==> src/rtl/rbe_pkg.sv <==
// ----------------------------------------------------------------------------
// rbe_pkg: shared types, constants and tables for the BCD-to-epoch converter
// Field widths, time weights and the cumulative day-of-year table.
// ----------------------------------------------------------------------------
package rbe_pkg;

  localparam int unsigned SEC_W   = 7;
  localparam int unsigned MIN_W   = 7;
  localparam int unsigned HOUR_W  = 6;
  localparam int unsigned DAY_W   = 6;
  localparam int unsigned MONTH_W = 5;
  localparam int unsigned YEAR_W  = 8;
  localparam int unsigned EPOCH_W = 32;

  // Day count since 1970 stays below 2^17 for every input pattern
  localparam int unsigned DAYS_W  = 17;

  localparam int unsigned YEAR_BASE    = 30;  // 2000 less 1970
  localparam int unsigned DAYS_PER_YR  = 365;
  localparam int unsigned SEC_PER_MIN  = 60;
  localparam int unsigned SEC_PER_HOUR = 60 * SEC_PER_MIN;
  localparam int unsigned SEC_PER_DAY  = 24 * SEC_PER_HOUR;

  localparam logic [MONTH_W-1:0] MONTH_JAN = MONTH_W'(1);
  localparam logic [MONTH_W-1:0] MONTH_FEB = MONTH_W'(2);
  localparam logic [MONTH_W-1:0] MONTH_DEC = MONTH_W'(12);

  // Decoded calendar reading, binary per field
  typedef struct packed {
    logic [YEAR_W-1:0]  year;
    logic [MONTH_W-1:0] month;
    logic [DAY_W-1:0]   mday;
    logic [HOUR_W-1:0]  hour;
    logic [MIN_W-1:0]   minute;
    logic [SEC_W-1:0]   second;
  } cal_t;

  // Days before the given month (0 = January), February taken as 29 days
  function automatic logic [8:0] days_before(input logic [3:0] mon_idx);
    logic [8:0] d;
    case (mon_idx)
      4'd0:    d = 9'd0;
      4'd1:    d = 9'd31;
      4'd2:    d = 9'd60;
      4'd3:    d = 9'd91;
      4'd4:    d = 9'd121;
      4'd5:    d = 9'd152;
      4'd6:    d = 9'd182;
      4'd7:    d = 9'd213;
      4'd8:    d = 9'd244;
      4'd9:    d = 9'd274;
      4'd10:   d = 9'd305;
      4'd11:   d = 9'd335;
      default: d = 9'd0;
    endcase
    return d;
  endfunction

endpackage

==> src/rtl/rbe_bcd_decode.sv <==
// ----------------------------------------------------------------------------
// rbe_bcd_decode: packed BCD field to binary
// Low nibble plus ten times high nibble; nibbles above nine are not checked.
// ----------------------------------------------------------------------------
module rbe_bcd_decode #(
  parameter int unsigned W = rbe_pkg::SEC_W
) (
  input  logic [W-1:0] bcd,
  output logic [W-1:0] bin
);

  logic [W+3:0] lo_ext;
  logic [W+3:0] hi_ext;
  logic [W+3:0] sum;

  assign lo_ext = (W+4)'(bcd[3:0]);
  assign hi_ext = (W+4)'(bcd[W-1:4]);
  // x10 as x8 + x2
  assign sum    = lo_ext + (hi_ext << 3) + (hi_ext << 1);
  assign bin    = sum[W-1:0];

endmodule

==> src/rtl/rbe_epoch_calc.sv <==
// ----------------------------------------------------------------------------
// rbe_epoch_calc: decoded calendar reading to seconds since 1970
// Day count first, then one constant scale to seconds plus time of day.
// ----------------------------------------------------------------------------
module rbe_epoch_calc (
  input  rbe_pkg::cal_t                      cal,
  output logic [rbe_pkg::EPOCH_W-1:0]        epoch
);

  localparam int unsigned DW = rbe_pkg::DAYS_W;
  localparam int unsigned EW = rbe_pkg::EPOCH_W;

  logic [DW-1:0] yr;
  logic [DW-1:0] yr_p1;
  logic [DW-1:0] yr_p2;
  logic [DW-1:0] leap_days;
  logic          mon_ok;
  logic [3:0]    mon_idx;
  logic [DW-1:0] mon_days;
  logic [DW-1:0] feb_corr;
  logic [DW-1:0] days;
  logic [EW-1:0] day_secs;
  logic [EW-1:0] tod_secs;

  assign yr        = DW'(cal.year) + DW'(rbe_pkg::YEAR_BASE);
  assign yr_p1     = yr + DW'(1);
  assign yr_p2     = yr + DW'(2);
  assign leap_days = yr_p1 >> 2;

  assign mon_ok    = (cal.month >= rbe_pkg::MONTH_JAN) && (cal.month <= rbe_pkg::MONTH_DEC);
  assign mon_idx   = 4'(cal.month - rbe_pkg::MONTH_JAN);
  assign mon_days  = mon_ok ? DW'(rbe_pkg::days_before(mon_idx)) : '0;
  // table assumes 29 February: take a day back past February in common years
  assign feb_corr  = (mon_ok && (cal.month > rbe_pkg::MONTH_FEB) && (yr_p2[1:0] != 2'd0))
                     ? DW'(1) : '0;

  // day of month zero lands one day back; yr >= 30 keeps this positive
  assign days      = DW'(yr * DW'(rbe_pkg::DAYS_PER_YR)) + leap_days + mon_days
                     - feb_corr + DW'(cal.mday) - DW'(1);

  assign day_secs  = EW'(EW'(days) * EW'(rbe_pkg::SEC_PER_DAY));
  assign tod_secs  = EW'(EW'(cal.hour) * EW'(rbe_pkg::SEC_PER_HOUR))
                     + EW'(EW'(cal.minute) * EW'(rbe_pkg::SEC_PER_MIN))
                     + EW'(cal.second);
  assign epoch     = day_secs + tod_secs;

endmodule

==> src/rtl/rtc_bcd_to_epoch_seconds.sv <==
// ----------------------------------------------------------------------------
// rtc_bcd_to_epoch_seconds: RTC BCD reading to Unix epoch seconds
// Two-register pipeline: decoded input register, then result register.
// ----------------------------------------------------------------------------
// Usage:
//   The input channel takes one RTC reading per request as six packed-BCD
//   fields (second, minute, hour, day, month, two-digit year 2000-2099).
//   The result channel returns one 32-bit count of seconds since
//   1970-01-01 00:00:00 per request, in order.
//   A request goes through the input register, then the result register,
//   which drives out_valid. Fields are BCD-decoded into the input register;
//   day count and scaling to seconds sit between the two registers.
//   Throughput is one request per cycle while results are taken, set by
//   the two-stage pipeline. Reset (rst_n low, synchronous) empties both
//   stages; out_valid drops. When the receiver stalls the result register
//   holds; the input stage still takes one more request, then in_ready
//   falls until the result is taken. Out-of-range fields are weighted as
//   given, a month outside 1-12 adds no month days; sum wraps modulo 2^32.
// ----------------------------------------------------------------------------
module rtc_bcd_to_epoch_seconds (
  input  logic                         clk,
  input  logic                         rst_n,
  input  logic                         in_valid,
  output logic                         in_ready,
  input  logic [rbe_pkg::SEC_W-1:0]    in_second_bcd,
  input  logic [rbe_pkg::MIN_W-1:0]    in_minute_bcd,
  input  logic [rbe_pkg::HOUR_W-1:0]   in_hour_bcd,
  input  logic [rbe_pkg::DAY_W-1:0]    in_day_bcd,
  input  logic [rbe_pkg::MONTH_W-1:0]  in_month_bcd,
  input  logic [rbe_pkg::YEAR_W-1:0]   in_year_bcd,
  output logic                         out_valid,
  input  logic                         out_ready,
  output logic [rbe_pkg::EPOCH_W-1:0]  out_epoch_seconds
);

  rbe_pkg::cal_t                 cal_nxt;
  rbe_pkg::cal_t                 cal_r;
  logic                          s1_valid_r;
  logic                          out_valid_r;
  logic [rbe_pkg::EPOCH_W-1:0]   epoch_nxt;
  logic [rbe_pkg::EPOCH_W-1:0]   epoch_r;
  logic                          s2_en;
  logic                          in_acc;

  rbe_bcd_decode #(.W(rbe_pkg::SEC_W)) u_dec_sec (
    .bcd(in_second_bcd), .bin(cal_nxt.second)
  );
  rbe_bcd_decode #(.W(rbe_pkg::MIN_W)) u_dec_min (
    .bcd(in_minute_bcd), .bin(cal_nxt.minute)
  );
  rbe_bcd_decode #(.W(rbe_pkg::HOUR_W)) u_dec_hour (
    .bcd(in_hour_bcd), .bin(cal_nxt.hour)
  );
  rbe_bcd_decode #(.W(rbe_pkg::DAY_W)) u_dec_day (
    .bcd(in_day_bcd), .bin(cal_nxt.mday)
  );
  rbe_bcd_decode #(.W(rbe_pkg::MONTH_W)) u_dec_month (
    .bcd(in_month_bcd), .bin(cal_nxt.month)
  );
  rbe_bcd_decode #(.W(rbe_pkg::YEAR_W)) u_dec_year (
    .bcd(in_year_bcd), .bin(cal_nxt.year)
  );

  rbe_epoch_calc u_calc (
    .cal  (cal_r),
    .epoch(epoch_nxt)
  );

  // result register free, or emptied this cycle
  assign s2_en    = !out_valid_r || out_ready;
  assign in_ready = !s1_valid_r || s2_en;
  assign in_acc   = in_valid && in_ready;

  always_ff @(posedge clk) begin
    if (!rst_n) begin
      s1_valid_r  <= 1'b0;
      out_valid_r <= 1'b0;
    end else begin
      if (in_ready) begin
        s1_valid_r <= in_valid;
      end
      if (s2_en) begin
        out_valid_r <= s1_valid_r;
      end
    end
  end

  always_ff @(posedge clk) begin
    if (in_acc) begin
      cal_r <= cal_nxt;
    end
    if (s2_en && s1_valid_r) begin
      epoch_r <= epoch_nxt;
    end
  end

  assign out_valid         = out_valid_r;
  assign out_epoch_seconds = epoch_r;

`ifndef SYNTHESIS
  a_reset_empty: assert property (@(posedge clk) !rst_n |=> !out_valid)
    else $error("result valid after reset");

  a_stage_moves: assert property (@(posedge clk) disable iff (!rst_n)
    s1_valid_r && s2_en |=> out_valid)
    else $error("decoded request lost between stages");

  a_full_blocks: assert property (@(posedge clk) disable iff (!rst_n)
    s1_valid_r && out_valid && !out_ready |-> !in_ready)
    else $error("request accepted while pipeline full and stalled");

  a_drain_hold: assert property (@(posedge clk) disable iff (!rst_n)
    out_valid && !out_ready |=> out_valid && $stable(out_epoch_seconds))
    else $error("stalled result register changed");
`endif

endmodule
==> config.mk <==
export PLATFORM = sky130hd
export DESIGN_NAME = rtc_bcd_to_epoch_seconds
export DESIGN_NICKNAME = d
export VERILOG_FILES = /design/src/rtl/rbe_pkg.sv /design/src/rtl/rbe_bcd_decode.sv /design/src/rtl/rbe_epoch_calc.sv /design/src/rtl/rtc_bcd_to_epoch_seconds.sv
export SDC_FILE = /design/constraint.sdc
export NUM_CORES = 1
export LEC_CHECK = 0
export BUFFER_PORTS_ARGS = -buffer_cell sky130_fd_sc_hd__buf_2
export CAP_MARGIN = 20
export CORE_ASPECT_RATIO = 1.5
export CORE_UTILIZATION = 30
export CTS_BUF_LIST = sky130_fd_sc_hd__clkbuf_16
export CTS_CLUSTER_SIZE = 20
export DETAILED_ROUTE_END_ITERATION = 10
export RECOVER_POWER = 25
export SYNTH_ARGS = -nofsm -noshare
export SYNTH_HDL_FRONTEND = slang
export SYNTH_HIERARCHICAL = 1
export SYNTH_SLANG_ARGS = --single-unit
==> constraint.sdc <==
create_clock -name clk -period 12 [get_ports clk]
set_input_delay 1.8 -clock clk [delete_from_list [all_inputs] [get_ports clk]]
set_output_delay 1.8 -clock clk [all_outputs]
set_load 0.01 [all_outputs]
Word-level counts from Yosys, hierarchy flattened
Memory sizes are Yosys's and may differ from the RTL's.
Index checks and enable logic that the tools add are counted.
{"block": "word_totals", "wordCells": 53, "inputBits": 43, "n_memories": 1, "rom_bits": 144, "reg_bits": 73}
{"block": "op_classes", "mul": 4, "n_lt_le_gt_ge": 3, "muxes": 2, "n_addsub": 24, "n_reduce_logical": 10}
{"name": "(name not given)", "depth": 16, "word_bits": 9, "read_ports": 1, "rd_ports_with_merged_regs": 0, "write_ports": 0, "line": "rbe_pkg.sv:41", "source": "case (mon_idx)"}
{"operator": "$add A32 B32 Y32", "count": 1}
{"operator": "$add A32 B7 Y32", "count": 1}
{"operator": "$mul A17 B10 Y25 const B", "count": 1}
{"operator": "$add A18 B13 Y19", "count": 1}
{"operator": "$add A17 B15 Y17", "count": 1}
{"operator": "$add A17 B17 Y17", "count": 1}
{"operator": "$add A17 B6 Y17", "count": 1}
{"operator": "$mul A9 B9 Y17 const B", "count": 1}
{"operator": "$sub A17 B1 Y17 const B", "count": 1}
{"operator": "$sub A17 B17 Y17", "count": 1}
{"operator": "$add A4 B6 Y7", "count": 2}
{"operator": "$add A7 B4 Y7", "count": 2}
{"operator": "$mul A6 B8 Y14 const B", "count": 1}
{"operator": "$add A4 B5 Y6", "count": 2}
{"operator": "$add A6 B3 Y6", "count": 2}
{"operator": "$mul A7 B4 Y11 const B", "count": 1}
{"operator": "$add A9 B1 Y10 const B", "count": 1}
{"operator": "$add A8 B5 Y9 const B", "count": 1}
{"operator": "$mux W9", "count": 1}
{"operator": "$add A4 B7 Y8", "count": 1}
{"operator": "$add A8 B5 Y8", "count": 1}
{"operator": "$add A4 B4 Y5", "count": 1}
{"operator": "$add A5 B2 Y5", "count": 1}
{"operator": "$ge A5 B1 Y1 const B", "count": 1}
{"operator": "other kinds (9)", "count": 15}

Depth between registers and ports, before layout
{"block": "logic_depth", "depth_word": 10, "mapped_depth": 44, "depth_no_buf": 43}

Hierarchy
Netlist, hierarchy kept.
{"mod": "rbe_epoch_calc", "cells_each": 970, "seq_area_each_um2": 0.0, "area_per_inst_um2": 8421.8, "n_inst": 1}
{"mod": "rtc_bcd_to_epoch_seconds", "cells_each": 80, "seq_area_each_um2": 2172.1, "area_per_inst_um2": 2235.9, "n_inst": 1}
{"mod": "rbe_bcd_decode (u_dec_min ...)", "cells_each": 21, "seq_area_each_um2": 0.0, "area_per_inst_um2": 181.4, "n_inst": 2}
{"mod": "rbe_bcd_decode (u_dec_day ...)", "cells_each": 16, "seq_area_each_um2": 0.0, "area_per_inst_um2": 126.4, "n_inst": 2}
{"mod": "rbe_bcd_decode (u_dec_year)", "cells_each": 26, "seq_area_each_um2": 0.0, "area_per_inst_um2": 224.0, "n_inst": 1}
{"mod": "rbe_bcd_decode (u_dec_month)", "cells_each": 6, "seq_area_each_um2": 0.0, "area_per_inst_um2": 62.6, "n_inst": 1}

Worst setup path before layout
OpenSTA, ideal clock, no wires.
{"block": "synth_path", "path_type": "register -> register", "from": "register cal_r[32] in the netlist's numbering", "to": "register epoch_r (netlist bit out_epoch_seconds[31]), data pin", "n_path_buf": 2, "t_arrival_ns": 10.893, "setup_time_ns": 0.270, "setup_slack_ns": 0.837, "stages_incl_launch_ff": 43, "path_cell_list": "edfxtp_1 -> clkbuf_1 -> inv_1 -> ha_1 -> nand2_1 -> xor2_1 -> ha_1 -> nand4_1 -> xor2_1 -> fa_1 -> inv_1 -> fa_1 -> inv_1 -> fa_1 -> inv_1 -> fa_1 -> fa_1 -> inv_1 -> [... 7 more ...] -> xnor2_1 -> ha_1 -> inv_1 -> fa_1 -> fa_1 -> inv_1 -> ha_1 -> ha_1 -> ha_1 -> clkbuf_1 -> a21oi_1 -> o21ai_0 -> a31o_1 -> a311o_1 -> nor3_1 -> or4b_4 -> nor3_2 -> xor3_1"}
{"block": "synth_via", "elab_chain_cells": 10}
{"element": "start: declaration", "line": "rtc_bcd_to_epoch_seconds.sv:37", "source": "rbe_pkg::cal_t cal_r;"}
{"element": "start signal: assignment", "line": "rtc_bcd_to_epoch_seconds.sv:90", "source": "cal_r <= cal_nxt;"}
{"element": "$add A8 B5 Y9 *", "line": "rbe_epoch_calc.sv:25", "source": "assign yr = DW'(cal.year) + DW'(rbe_pkg::YEAR_BASE);"}
{"element": "parallel branches: the longest is 4 deep, another holds $mul A9 B9 Y17"}
{"element": "$sub A17 B17 Y17 *", "line": "rbe_epoch_calc.sv:39", "source": "- feb_corr + DW'(cal.mday) - DW'(1);"}
{"element": "$add A17 B6 Y17 *", "line": "rbe_epoch_calc.sv:39"}
{"element": "$sub A17 B1 Y17 *", "line": "rbe_epoch_calc.sv:39"}
{"element": "$mul A17 B10 Y25 *", "line": "rbe_epoch_calc.sv:41", "source": "assign day_secs = EW'(EW'(days) * EW'(rbe_pkg::SEC_PER_DAY));"}
{"element": "$add A32 B32 Y32 *", "line": "rbe_epoch_calc.sv:45", "source": "assign epoch = day_secs + tod_secs;"}
{"element": "via epoch_nxt, one bit", "line": "rtc_bcd_to_epoch_seconds.sv:40", "source": "logic [rbe_pkg::EPOCH_W-1:0] epoch_nxt;"}
{"element": "end signal: assignment", "line": "rtc_bcd_to_epoch_seconds.sv:93", "source": "epoch_r <= epoch_nxt;"}
{"element": "end: declaration", "line": "rtc_bcd_to_epoch_seconds.sv:41", "source": "logic [rbe_pkg::EPOCH_W-1:0] epoch_r;"}
Mark *: on every way through the listed nets, which the timed path passes.
A chain may end at the register's enable or synchronous reset.

Worst setup path after layout
Ends and elaborated chain as after synthesis.

==> results.json <==
{
  "run_status": "complete, but fails checks",
  "violated_checks": "max-capacitance violations, max-slew violations",
  "timing.setup.tns_ns": 0,
  "clkLatencyLatePin_ns": 0.36,
  "yosys.area.top_type_share": 0.255,
  "timing.hold.worst.class": "reg2reg",
  "detail_route.first_pass.iterations": 4,
  "synth_most_common_cell": "sky130_fd_sc_hd__inv_1",
  "met2_grt_util": 0.245,
  "cts.sink_count": 73,
  "num_antenna_cells": 0,
  "detail_route.drc_violations": 0,
  "ys_top_cells_by_area": "sky130_fd_sc_hd__ha_1 26%, sky130_fd_sc_hd__fa_1 19%, sky130_fd_sc_hd__edfxtp_1 18%, sky130_fd_sc_hd__inv_1 7.7%, sky130_fd_sc_hd__xnor2_1 4.9%",
  "initial_core_util": 0.306,
  "cp-start-kind": "flip-flop",
  "synth-warning-count": 6,
  "min_path_cells": 0,
  "tritoncts.num_buffers": 9,
  "place.gp.congestion": 0.867,
  "timing.final.max_slew_violations": 40,
  "grt_busiest_layer": "met2",
  "drt-initial-drc-count": 265,
  "r2r.worst_path.cells": 41,
  "num_io_pins": 77,
  "antenna_violations_before_repair": 0,
  "synthesized_flop_and_latch_total": 73,
  "crit-reg2reg-capture": "out_epoch_seconds[31]",
  "cts_htree_levels": 3,
  "synth.avg_cell_area_um2": 10.0,
  "hold_violations": 0,
  "route.final.wire_length_mm": 24.1,
  "crit_top_cell": "sky130_fd_sc_hd__inv_1",
  "worst_path_max_delay_cell": "sky130_fd_sc_hd__or4b_4",
  "route.detailed.vias_per_inst": 4.71,
  "critPathMaxStageDelay_ns": 0.57,
  "max_freq_mhz": 89.0,
  "critPathKind": "reg2reg",
  "ctsLongestPathBuffers": 2,
  "synth_top_area_cell": "sky130_fd_sc_hd__ha_1",
  "cts_tree": "built",
  "end_kind": "flip-flop",
  "worstMarginPinSlew_ns": 2.27,
  "synthesized_instance_count": 1156,
  "synthArstFlopShare": 0,
  "critical_path_peak_fanout": 7,
  "setup_repair_after_global_routing_missed_its_margin": "no",
  "hpwlAfterDp_mm": 21.1,
  "route.vias.total": 8163,
  "drt-wirelength-per-cell_um": 13.9,
  "arr_time_crit_path_ns": 11.35,
  "setup.reg_to_reg.worst_slack_ns": 0.76,
  "grt_use_met3": 0.0193,
  "postSynth.topFlopCell": "sky130_fd_sc_hd__edfxtp_1",
  "gr-usage-all-layers": 0.127,
  "fin_nets": 1627,
  "synth_cell_types": 68,
  "period_share": 0.937,
  "floorplan.die.width_um": 162,
  "io_buffer_count": 76,
  "cp_data_required_time_ns": 12.11,
  "floorplan.die.height_um": 242,
  "fraction_of_final_layout_cells_with_drive_strength_greater_than_1": 0.0964,
  "synth-seq-area-share": 0.188,
  "first_global_vias": 8449,
  "fin_worst_skew_ns": 0.00735,
  "first_pass_grt_wire_length_mm": 39.5,
  "critical_path.startpoint": "cal_r[32]",
  "mappedNetlistArea_um2": 11600,
  "cts.hold.buffers_added": 0,
  "clkTransAtPathRegs_ns": 0.06,
  "rows": 87,
  "synthTopCellsByCount": "237 x sky130_fd_sc_hd__inv_1, 236 x sky130_fd_sc_hd__ha_1, 108 x sky130_fd_sc_hd__fa_1, 71 x sky130_fd_sc_hd__edfxtp_1, 65 x sky130_fd_sc_hd__xnor2_1",
  "grt_start_max_net_pins": 40,
  "worst_hold_path.endpoint": "out_epoch_seconds[0]",
  "synth_edf_count": 71,
  "met1_usage": 0.128,
  "max_cap_viol_count": 1,
  "clk_root_buffer_cell": "sky130_fd_sc_hd__clkbuf_16",
  "dieArea_um2": 39300,
  "timing.slew.headroom": -0.515,
  "fp.coreArea_um2": 37800,
  "min-delay-start": "cal_r[0]",
  "finalCriticalPeriod_ns": 11.24,
  "grt_overflow_total": 0,
  "setup-violations-final": 0,
  "critical_path.reg2reg.startpoint": "cal_r[32]",
  "area_delta_synth_final_pct": 11.5,
  "synth.net_count": 1543,
  "final_antenna_net_count": 0
}
-- area by class of cell --
type                    count  area, µm²
well taps                 489        612
clock buffers               9        225
repair buffers             86        442
fillers                  3820      24900
flip-flops and latches     73       2170
inverters                 237        890
multi-input cells         833       8510
clock inverters             7       40.0
-- how the worst max path moves through the flow --
stage	endpoint	slack, ns	depth (start not counted)
global placement	out_epoch_seconds[31]	0.42	41
finish	out_epoch_seconds[31]	0.76	41
detailed placement	out_epoch_seconds[31]	0.12	41
global route	out_epoch_seconds[31]	0.02	41
floorplan	out_epoch_seconds[31]	0.84	42
CTS	out_epoch_seconds[31]	0.09	41
-- state kept, by name (all words and copies together), names as in the netlist --
name               cells
cal_r                 39
out_epoch_seconds     32
s1_valid_r             1
out_valid              1
-- timing repair --
action                                  CTS  global route
buffers inserted                          0             3
gates resized for setup                   0            14
endpoints found under the setup margin    0            12
-- metrics by stage --
stage                     instance area [µm²]  hold slack [ns]  setup slack, ns  std cells   util
final                                   12900            0.429            0.758       1734  0.341
after CTS                               12800            0.431           0.0911       1731  0.339
after detailed placement                12500            0.416            0.119       1715  0.332
after floorplan                         11600            0.490            0.837       1156      -
after global routing                    12900            0.431           0.0211       1734  0.341
after global placement                  12500            0.401            0.422       1715  0.332
-- worst max-delay path, delay by kind of cell, from the launching register on --
| family | cells | cell delay [ns] |
|---|---|---|
| adder cells (fa/ha/maj) | 13 | 5.08 |
| XOR/XNOR | 6 | 1.41 |
| AO/OA/AOI/OAI | 7 | 1.69 |
| flip-flops | 1 | 0.45 |
| buffers and inverters | 8 | 0.62 |
| AND/OR/NAND/NOR | 7 | 1.69 |
-- cells by family after synthesis --
family	after synthesis	share of synthesized area
adders and majority gates	344	0.442
buffers and inverters	250	0.0838
AOI/OAI and AO/OA	190	0.108
and+or+nand+nor	174	0.0788
xor gates and xnor gates	123	0.0975
DFF	73	0.188
muxes	2	0.00173
-- cells in the final DEF (no fill, tap or decap), types with 4 or more instances in the layout --
master,count
sky130_fd_sc_hd__fa_1,108
sky130_fd_sc_hd__nand2b_1,4
sky130_fd_sc_hd__o21bai_1,7
sky130_fd_sc_hd__or3_1,5
sky130_fd_sc_hd__o211ai_1,4
sky130_fd_sc_hd__nor3_1,18
sky130_fd_sc_hd__nand3_1,14
sky130_fd_sc_hd__or2_2,6
sky130_fd_sc_hd__nor2b_1,8
sky130_fd_sc_hd__o31ai_1,4
sky130_fd_sc_hd__clkbuf_1,9
sky130_fd_sc_hd__xor2_1,51
sky130_fd_sc_hd__buf_2,68
sky130_fd_sc_hd__xnor2_1,64
sky130_fd_sc_hd__inv_1,239
sky130_fd_sc_hd__o21ai_0,25
sky130_fd_sc_hd__and2_1,5
sky130_fd_sc_hd__ha_1,234
sky130_fd_sc_hd__clkbuf_16,9
sky130_fd_sc_hd__a21oi_1,63
sky130_fd_sc_hd__a211oi_1,8
sky130_fd_sc_hd__a21boi_0,4
sky130_fd_sc_hd__a21o_1,30
sky130_fd_sc_hd__edfxtp_1,71
sky130_fd_sc_hd__o21a_1,10
sky130_fd_sc_hd__nand2_1,35
sky130_fd_sc_hd__nor2_1,52
sky130_fd_sc_hd__buf_4,9
sky130_fd_sc_hd__nand4_1,5
-- metal layers --
metal  share of wire  vias to the layer above  routed length (µm)
li1                -                     4024                   -
met1            0.37                     3972                8900
met2            0.57                      117               13700
met3           0.021                       50                 500
met4           0.041                        0                 993
met5               0                        -                   0
Power is left out: the tool's default activity adds up to more than one toggle a clock period on the data nets, which glitch-free logic cannot reach.
